<file path="src/sv/irt_ram.sv">
// ----------------------------------------------------------------------------
// irt_ram
// Generic single-write, single-read memory with a registered read port.
// ----------------------------------------------------------------------------
module irt_ram #(
  parameter int unsigned WIDTH = 8,
  parameter int unsigned DEPTH = 64
) (
  input  logic                                    clk_i,
  input  logic                                    we_i,
  input  logic [(DEPTH > 1 ? $clog2(DEPTH) : 1)-1:0] waddr_i,
  input  logic [WIDTH-1:0]                        wdata_i,
  input  logic [(DEPTH > 1 ? $clog2(DEPTH) : 1)-1:0] raddr_i,
  output logic [WIDTH-1:0]                        rdata_o
);

  logic [WIDTH-1:0] mem [DEPTH];
  logic [WIDTH-1:0] rdata_q;

  always_ff @(posedge clk_i) begin
    if (we_i) begin
      mem[waddr_i] <= wdata_i;
    end
    rdata_q <= mem[raddr_i];
  end

  assign rdata_o = rdata_q;

endmodule

</file>
<file path="config.mk">
export PLATFORM = sky130hd
export DESIGN_NAME = irt_ram
export DESIGN_NICKNAME = d
export VERILOG_FILES = /design/src/sv/irt_ram.sv
export SDC_FILE = /design/constraint.sdc
export NUM_CORES = 1
export LEC_CHECK = 0
export ABC_AREA = 1
export BUFFER_PORTS_ARGS = -buffer_cell sky130_fd_sc_hd__buf_2
export CORE_ASPECT_RATIO = 0.6
export CORE_MARGIN = 2
export CORE_UTILIZATION = 45
export CTS_CLUSTER_SIZE = 12
export DETAILED_ROUTE_END_ITERATION = 7
export SLEW_MARGIN = 10
export SYNTH_ARGS = -nofsm -noshare
export SYNTH_HDL_FRONTEND = slang
export SYNTH_SLANG_ARGS = --single-unit
</file>
<file path="constraint.sdc">
create_clock -name clk_i -period 1.88 [get_ports clk_i]
set_clock_uncertainty 0.15 [all_clocks]
set_input_delay 0.094 -clock clk_i [delete_from_list [all_inputs] [get_ports clk_i]]
set_output_delay 0.094 -clock clk_i [all_outputs]
set_load 0.02 [all_outputs]
</file>
==> results.toml <==
[outcome]
run_status = "completed"

[sta]
fmax_mhz = 574.3
grt_setup_unrepaired = "no"
slew_viol_final = 0
period_minus_slack_ps = 1741
final-hold-violation-count = 0
relSlewSlack = 0.4457
fin_tns_setup_ps = 0
setup-violations-final = 0
fin_ws_ps = 138.8
timing.hold.ws_ps = 94.19
period_share = 0.9262
worst_slew_pin_slew_ps = 831.4

[critical_path]
slowest_delay_ps = 590
critPathTopFamily = "buffers and inverters"
critPathMaxFanout = 9
worstSetupStartpointType = "input pin"
critical_path_class = "in -> reg"
crit_arrival_ps = 1850
crit_chain = "dlygate4sd3_1, buf_2, inv_1, nor4_1, buf_4"
cp-end-kind = "flip-flop"
ff2ff_path_depth = 8
cp_slowest_cell = "nor4_1"
critical_path_buf_inv_count = 4
crit_required_ps = 1990
cp.depth = 5

[clocking]
cts_max_path_buffers = 3
clock_latency_ps = 580
clock-sinks = 520
ctsResizeCount = 0
numCtsBuffers = 50
cts_tree = "done"
htreeDepth = 2
clk_root_buffer_cell = "clkbuf_16"
clkSlewWorstSetupHoldPaths_ps = 60

[yosys]
synth-simple-area-share = 0.2318
syn_inst = 1805
synth-seq-cells = 520
synth.top_cell.area_share = 0.7205
ys_async_sr_fraction = 0
synth-compound-area-share = 0
synthMuxAreaShare = 0
synth_flop_cell = "edfxtp_1"
synthAdderAreaFrac = 0
synthTopCellsByArea = "edfxtp_1 72%, nand2_1 11%, nand3_1 10%, buf_6 1.8%, nor2_1 0.99%"
ys_seq_area_frac = 0.7280
syn_nets = 1827
syn_area_per_cell_um2 = 11.82
yosys_warnings = 0
synth_area_mm2 = 0.02134
synth-edff-count = 512
yosysTopAreaCell = "edfxtp_1"
yosys.cell_types.count = 16
synth_top_family_by_area = "simple AND/OR/NAND/NOR gates"
synth_xor_area_frac = 0

[grt]
grt_pass1_wl_um = 83920
antenna_found_initial = 0
grt_pass1_vias = 13300
grt.total_usage = 0.2270
grt_max_degree = 65
grt_overflow = 0

[floorplanning]
die_x_um = 285.1
placementRows = 61
dieArea_mm2 = 0.04924
core_mm2 = 0.04656
initial_core_util = 0.4583
chipHeight_um = 172.7
io_pins = 30

[layout]
fin_area_mm2 = 0.02438
drive_gt1_frac = 0.1172
area_growth_pct = 14.23
fin_nets = 1948
fill_cells = 4026
diodes = 0
final_common_cell = "nand2_1"
final_cell_mix = "648 x nand2_1, 512 x edfxtp_1, 439 x nand3_1"
fin_cells = 2576

[placement]
dp_cells = 2492
dpl_worst_slack_ps = 46.08
routabilityCongestion = 0.8560
dp_hpwl_um = 33370
placed_cell_area_mm2 = 0.02287
io_buffers = 29

[detailed_routing]
antenna_left = 0
via_per_inst = 5.486
first_pass_iters = 5
routed_wl_um = 55740
first_iter_violations = 1890
routedWlPerCell_um = 21.64
via_count = 14130
drc = 0

[min_path]
hold_depth = 7
hp-class = "in -> reg"

[power]
leakage_nw = 8.925
vdd_drop_max_mv = 0.8127
power_density_mw_per_mm2 = 968.2

[job]
drv_cap = 0
layer usage:
metal  up-vias  track usage  routed length (um)
li1       6573            -                   -
met1      6906       0.3643               26700
met2       576       0.3193               23180
met3        76      0.03971                4618
met4         0      0.05301                1234
met5         -            0                   0
cells by family (layout without fill, tap and decap cells):
group,Yosys count,after routing
and+or+nand+nor,1160,1160
buffers and inverters,125,266
DFF,520,520
state kept, by name, summed over array words and instances, names as in the netlist:
name     cells
mem        512
rdata_o      8
final timing paths:
| check | to | slack (ps) | startpoint |
|---|---|---|---|
| worst max register to register | rdata_o[2] | 290 | mem[18][2] |
| worst min-delay path | rdata_o[6] | 90 | raddr_i[3] |
| worst max-delay path | mem[52][6] | 140 | waddr_i[2] |
| worst min register to register | rdata_o[1] | 670 | mem[44][1] |
worst min-delay path, stage by stage:
cell	delay, ps
buf_2	110
inv_1	70
buf_4	200
nand2_1	80
nand3_1	70
nand3_1	90
nand2_1	50
stage by stage:
step	total power, mW	util
final	23.60	0.5236
after detailed placement	14.78	0.4913
after global placement	14.77	0.4913
after CTS	23.77	0.5236
after global routing	24.39	0.5236
after floorplan	14.03	-
cell type report:
cell class                 instances  area (um^2)  area share
clock buffer                      69         1364     0.05595
clock inverter                     3        20.02   0.0008213
inverter                          12        52.55    0.002156
multi-input combinational       1160         4946      0.2029
sequential                       520        15530      0.6373
tap                              630        788.3     0.03234
timing repair buffer             182         1670     0.06852
cells in the mapped netlist, types with 8 or more instances:
cell / instances
clkbuf_1: 15
nand2_1: 648
nor2_1: 56
dfxtp_1: 8
buf_6: 35
inv_1: 10
buf_4: 14
nor4_1: 8
buf_1: 10
nand4_1: 9
edfxtp_1: 512
nand3_1: 439
buf_2: 37
report_power, final:
part | leakage [nW] | internal (mW) | switching (mW)
logic | 3.58 | 0.507 | 1.20
registers | 4.67 | 12.8 | 0.0372
clock network | 0.668 | 4.98 | 4.06
total | 8.92 | 18.3 | 5.29
timing repair:
action | in CTS | in global routing
hold buffers | 12 | 0
endpoints found under the setup margin | 0 | 0
buffers inserted | 0 | 0
endpoints found under the hold margin | 390 | 0
(Power assumes the default switching activity.)
