File: config.mk
export PLATFORM = sky130hd
export DESIGN_NAME = irt_match
export DESIGN_NICKNAME = d
export VERILOG_FILES = /design/src/sv/irt_pkg.sv /design/src/sv/irt_match.sv
export SDC_FILE = /design/constraint.sdc
export NUM_CORES = 1
export LEC_CHECK = 0
export BUFFER_PORTS_ARGS = -buffer_cell sky130_fd_sc_hd__buf_4
export CORE_ASPECT_RATIO = 1.5
export CORE_MARGIN = 2
export CORE_UTILIZATION = 38
export CTS_BUF_LIST = sky130_fd_sc_hd__clkbuf_8 sky130_fd_sc_hd__clkbuf_16
export CTS_CLUSTER_SIZE = 10
export DETAILED_ROUTE_END_ITERATION = 16
export PLACE_DENSITY = 0.8
export SYNTH_ARGS = -nofsm -noshare
export SYNTH_HDL_FRONTEND = slang
export SYNTH_SLANG_ARGS = --single-unit
File: constraint.sdc
create_clock -name clk_i -period 1.5 [get_ports clk_i]
set_clock_uncertainty 0.05 [all_clocks]
set_input_delay 0 -clock clk_i [delete_from_list [all_inputs] [get_ports clk_i]]
set_output_delay 0 -clock clk_i [all_outputs]
set_load 0.01 [all_outputs]
File: src/sv/irt_pkg.sv
// ----------------------------------------------------------------------------
// irt_pkg
// Shared types and constants for the input remap table: operation codes,
// controller states, table word layout and the scan control/status structs.
// ----------------------------------------------------------------------------
package irt_pkg;

  localparam int unsigned DevW  = 8;
  localparam int unsigned IdW   = 32;
  localparam int unsigned PairW = DevW + IdW;
  // table word: {valid, key pair, target pair}
  localparam int unsigned WordW = 1 + 2 * PairW;

  localparam int unsigned WordValidBit = WordW - 1;
  localparam int unsigned WordKeyLsb   = PairW;

  typedef enum logic [1:0] {
    MODE_LOOKUP = 2'd0,
    MODE_SET    = 2'd1,
    MODE_UNSET  = 2'd2,
    MODE_CLEAR  = 2'd3
  } irt_mode_e;

  typedef enum logic [2:0] {
    ST_INIT,
    ST_IDLE,
    ST_SCAN,
    ST_DRAIN,
    ST_CLEAR,
    ST_COMMIT
  } irt_state_e;

  typedef struct packed {
    logic clr;  // start of a new operation, drop previous results
    logic vld;  // read word of this cycle belongs to the scan
  } irt_scan_ctl_t;

  typedef struct packed {
    logic hit;   // a valid entry holds the key
    logic free;  // a free slot was seen
  } irt_scan_sts_t;

endpackage

File: src/sv/irt_match.sv
// ----------------------------------------------------------------------------
// irt_match
// Scan evaluator: compares each word read from the table against the key,
// keeps the matching slot and its target, and the lowest free slot.
// ----------------------------------------------------------------------------
module irt_match import irt_pkg::*; #(
  parameter int unsigned ENTRIES = 64
) (
  input  logic                                          clk_i,
  input  logic                                          rst_ni,
  input  irt_scan_ctl_t                                 ctl_i,
  input  logic [(ENTRIES > 1 ? $clog2(ENTRIES) : 1)-1:0] rd_idx_i,
  input  logic [WordW-1:0]                              rd_word_i,
  input  logic [PairW-1:0]                              key_i,
  output irt_scan_sts_t                                 sts_o,
  output logic [(ENTRIES > 1 ? $clog2(ENTRIES) : 1)-1:0] hit_idx_o,
  output logic [(ENTRIES > 1 ? $clog2(ENTRIES) : 1)-1:0] free_idx_o,
  output logic [PairW-1:0]                              tgt_o
);

  localparam int unsigned AW = (ENTRIES > 1) ? $clog2(ENTRIES) : 1;

  logic          hit_q, hit_d;
  logic          free_q, free_d;
  logic [AW-1:0] hit_idx_q, hit_idx_d;
  logic [AW-1:0] free_idx_q, free_idx_d;
  logic [PairW-1:0] tgt_q, tgt_d;
  logic          word_valid;
  logic          key_eq;

  assign word_valid = rd_word_i[WordValidBit];
  assign key_eq     = (rd_word_i[WordKeyLsb +: PairW] == key_i);

  always_comb begin
    hit_d      = hit_q;
    free_d     = free_q;
    hit_idx_d  = hit_idx_q;
    free_idx_d = free_idx_q;
    tgt_d      = tgt_q;
    if (ctl_i.clr) begin
      hit_d  = 1'b0;
      free_d = 1'b0;
    end else if (ctl_i.vld) begin
      if (word_valid && key_eq) begin
        hit_d     = 1'b1;
        hit_idx_d = rd_idx_i;
        tgt_d     = rd_word_i[PairW-1:0];
      end else if (!word_valid && !free_q) begin
        free_d     = 1'b1;
        free_idx_d = rd_idx_i;
      end
    end
  end

  always_ff @(posedge clk_i or negedge rst_ni) begin
    if (!rst_ni) begin
      hit_q  <= 1'b0;
      free_q <= 1'b0;
    end else begin
      hit_q  <= hit_d;
      free_q <= free_d;
    end
  end

  always_ff @(posedge clk_i) begin
    hit_idx_q  <= hit_idx_d;
    free_idx_q <= free_idx_d;
    tgt_q      <= tgt_d;
  end

  assign sts_o.hit  = hit_q;
  assign sts_o.free = free_q;
  assign hit_idx_o  = hit_idx_q;
  assign free_idx_o = free_idx_q;
  assign tgt_o      = tgt_q;

endmodule
==> impl_metrics.py <==
metrics = {
    "outcome": {
        "outcome": "completed",
    },
    "floorplan": {
        "die-area_um2": 6240,
        "dieHeight_um": 95.8,
        "initial_core_util_pct": 39.1,
        "core-area_um2": 5450,
        "pin_count": 185,
        "rows": 33,
        "die_w_um": 65.2,
    },
    "pwr": {
        "power_frac_seq_pct": 55.5,
        "sw_frac_of_total_pct": 21.0,
        "combPwrFrac_pct": 18.2,
        "internal-power_mw": 2.36,
        "ir_worst_vdd_mv": 0.524,
        "power.density_nw_per_um2": 707,
        "switching_power_uw": 628,
        "pwr-share-clk_pct": 26.2,
        "power.leakage_nw": 1.80,
    },
    "placed_design": {
        "place_inst": 379,
        "placed_area_um2": 3670,
        "numPortBuffers": 184,
        "hpwl_mm": 5.50,
        "place_congestion": 0.735,
    },
    "yosys": {
        "synthAdderAreaFrac_pct": 0,
        "avgSynthCellArea_um2": 17.8,
        "yosysUniqueCellTypes": 16,
        "synth_mux_area_share_pct": 0,
        "synth_top_family_by_area": "XOR/XNOR gates",
        "postSynthCellCount": 120,
        "async_reset_ff_share_pct": 3.70,
        "ys_seq_area_share_pct": 75.5,
        "synth_nets": 251,
        "synth_ff_type": "edfxtp_1",
        "ys_ff_latch": 54,
        "synth_compound_area_share_pct": 2.40,
        "synth_xor_area_share_pct": 14.8,
        "yosysWarnings": 0,
        "syn_area_um2": 2130,
        "synth_edf_count": 52,
        "synthSimpleGateAreaFrac_pct": 6.22,
    },
    "drt": {
        "ant_nets": 0,
        "dr.pass1.iters": 4,
        "drc": 0,
        "via_per_inst": 4.63,
        "wl_per_cell_um": 17.9,
        "num_vias": 2014,
        "routed_wl_mm": 7.79,
        "drtIter0Drc": 83,
    },
    "sta": {
        "fin_crit_sh_pct": 86.6,
        "period_minus_slack_ns": 1.30,
        "maxSlewHeadroom_pct": 80.6,
        "finalHoldViolations": 0,
        "tightest_slew_ns": 0.289,
        "grt_setup_unrepaired": "no",
        "hold_ws_ns": 0.0489,
        "finalMaxSlewViolations": 0,
        "fmax_mhz": 770,
        "finalSetupViolCount": 0,
        "fin_tns_setup_ns": 0,
    },
    "critical_path": {
        "rr_endpoint": "free_idx_o[4]",
        "critPathArrivalTime_ns": 1.27,
        "r2r_start": "free_q",
        "r2r_slack_ns": 0.39,
        "path_max_fanout": 7,
        "critPathRequiredTime_ns": 1.47,
        "worstSetupPathType": "in2reg",
        "start_kind": "input pin",
        "worstSetupEndpointType": "flip-flop",
        "worstRegToRegCells": 2,
    },
    "cells_and_area": {
        "layout_common_cells": "buf_4, edfxtp_1, dlygate4sd3_1",
        "area_growth_pct": 98.4,
        "final_common_cell": "buf_4",
        "postLayoutCoreUtil_pct": 77.7,
        "fin_nets": 495,
        "instances_no_fill": 435,
        "drive_above_1_share_pct": 54.8,
        "fin_area_um2": 4230,
        "antennaDiodeCount": 0,
    },
    "run": {
        "maxCapViolCount": 0,
    },
    "worst_hold_path": {
        "min_from": "ctl_i[1]",
        "worstHoldPathCells": 4,
        "min_path_type": "in2reg",
        "min_to": "hit_q",
    },
    "clocking": {
        "clock_latency_ns": 0.30,
        "cts_buffer_depth": 2,
        "htreeDepth": 2,
        "cts_tree": "yes",
        "clkSinkCount": 54,
        "cts_made_buffers": 5,
        "cts_root_buffer": "clkbuf_8",
        "cts-resized-gates": 0,
        "clkTransAtPathRegs_ns": 0.09,
    },
    "global_route": {
        "grt_max_degree": 20,
        "grt_pass1_wl_mm": 10.9,
        "grt_pass1_vias": 2124,
        "antenna_found_initial": 0,
        "grt_overflow": 0,
        "gr-usage-all-layers_pct": 24.5,
    },
}
## worst max-delay path, stage by stage
cell and delay (ns):
buf_4 0.11, xnor2_1 0.20, nand4_1 0.10, nor4_1 0.32
and4_4 0.34, buf_4 0.19
## layout make-up
| cell class | instances | area, um2 |
|---|---|---|
| Clock buffer | 5 | 68.8 |
| Clock inverter | 3 | 16.3 |
| Fill cell | 359 | 1220 |
| Inverter | 2 | 7.51 |
| Multi-Input combinational cell | 62 | 502 |
| Sequential cell | 54 | 1610 |
| Tap cell | 70 | 87.6 |
| Timing Repair Buffer | 239 | 1940 |
## routing by layer
metal / vias to the layer above / wire, um / global-route usage [%]
li1: 931 / - / -
met1: 919 / 2740 / 26.7
met2: 157 / 4010 / 45.5
met4: 0 / 102 / 7.29
met3: 7 / 932 / 7.02
met5: - / 0 / 0
## power groups by stage
stage / registers [mW] / logic, mW / clock network, mW
6_report: 1.66 / 0.545 / 0.785
4_1_cts: 1.66 / 0.541 / 0.768
3_5_place_dp: 1.70 / 0.435 / 0
5_1_grt: 1.66 / 0.582 / 0.854
2_1_floorplan: 1.70 / 0.117 / 0
3_3_place_gp: 1.69 / 0.423 / 0
## logic make-up (layout without fill, tap and decap cells)
logic type                count (synthesis)  after routing
buffers and inverters                     4            249
xor gates and xnor gates                 36             36
DFF                                      54             54
AOI/OAI and AO/OA                         4              4
and+or+nand+nor                          22             22
## cell usage after synthesis, drive strengths merged, types with 2 or more instances
master,count,share of area (%)
edfxtp,52,73
xnor2,36,15
nand4,8,2.3
nand2b,4,1.2
a21o,2,0.70
buf,2,0.70
dfrtp,2,2.3
inv,2,0.35
nand3,2,0.47
nor2b,2,0.59
nor3,2,0.47
nor4,2,0.59
## worst max path at each step
stage	start	endpoint	slack [ns]
3_3_place_gp	key_i[30]	tgt_o[36]	-0.05
5_1_grt	key_i[33]	tgt_o[9]	0.18
2_1_floorplan	key_i[10]	hit_idx_o[0]	0.03
3_5_place_dp	key_i[30]	tgt_o[36]	-0.08
4_1_cts	key_i[30]	tgt_o[33]	0.24
6_report	key_i[30]	tgt_o[9]	0.20
## state kept, by name, summed over array words and instances (netlist names)
name        count
hit_q           1
tgt_o          40
free_q          1
free_idx_o      6
hit_idx_o       6
## stage by stage
stage / setup WS (ns) / power, mW
CTS: 0.240 / 2.97
floorplan: 0.0258 / 1.81
finish: 0.201 / 2.99
detailed placement: -0.0808 / 2.13
global route: 0.178 / 3.10
global placement: -0.0522 / 2.12
## timing repair
| item | CTS | global route |
|---|---|---|
| buffers inserted | 0 | 0 |
| hold endpoints to repair | 54 | 0 |
| hold buffers | 48 | 0 |
No activity file was read; power rests on OpenSTA's default activity.
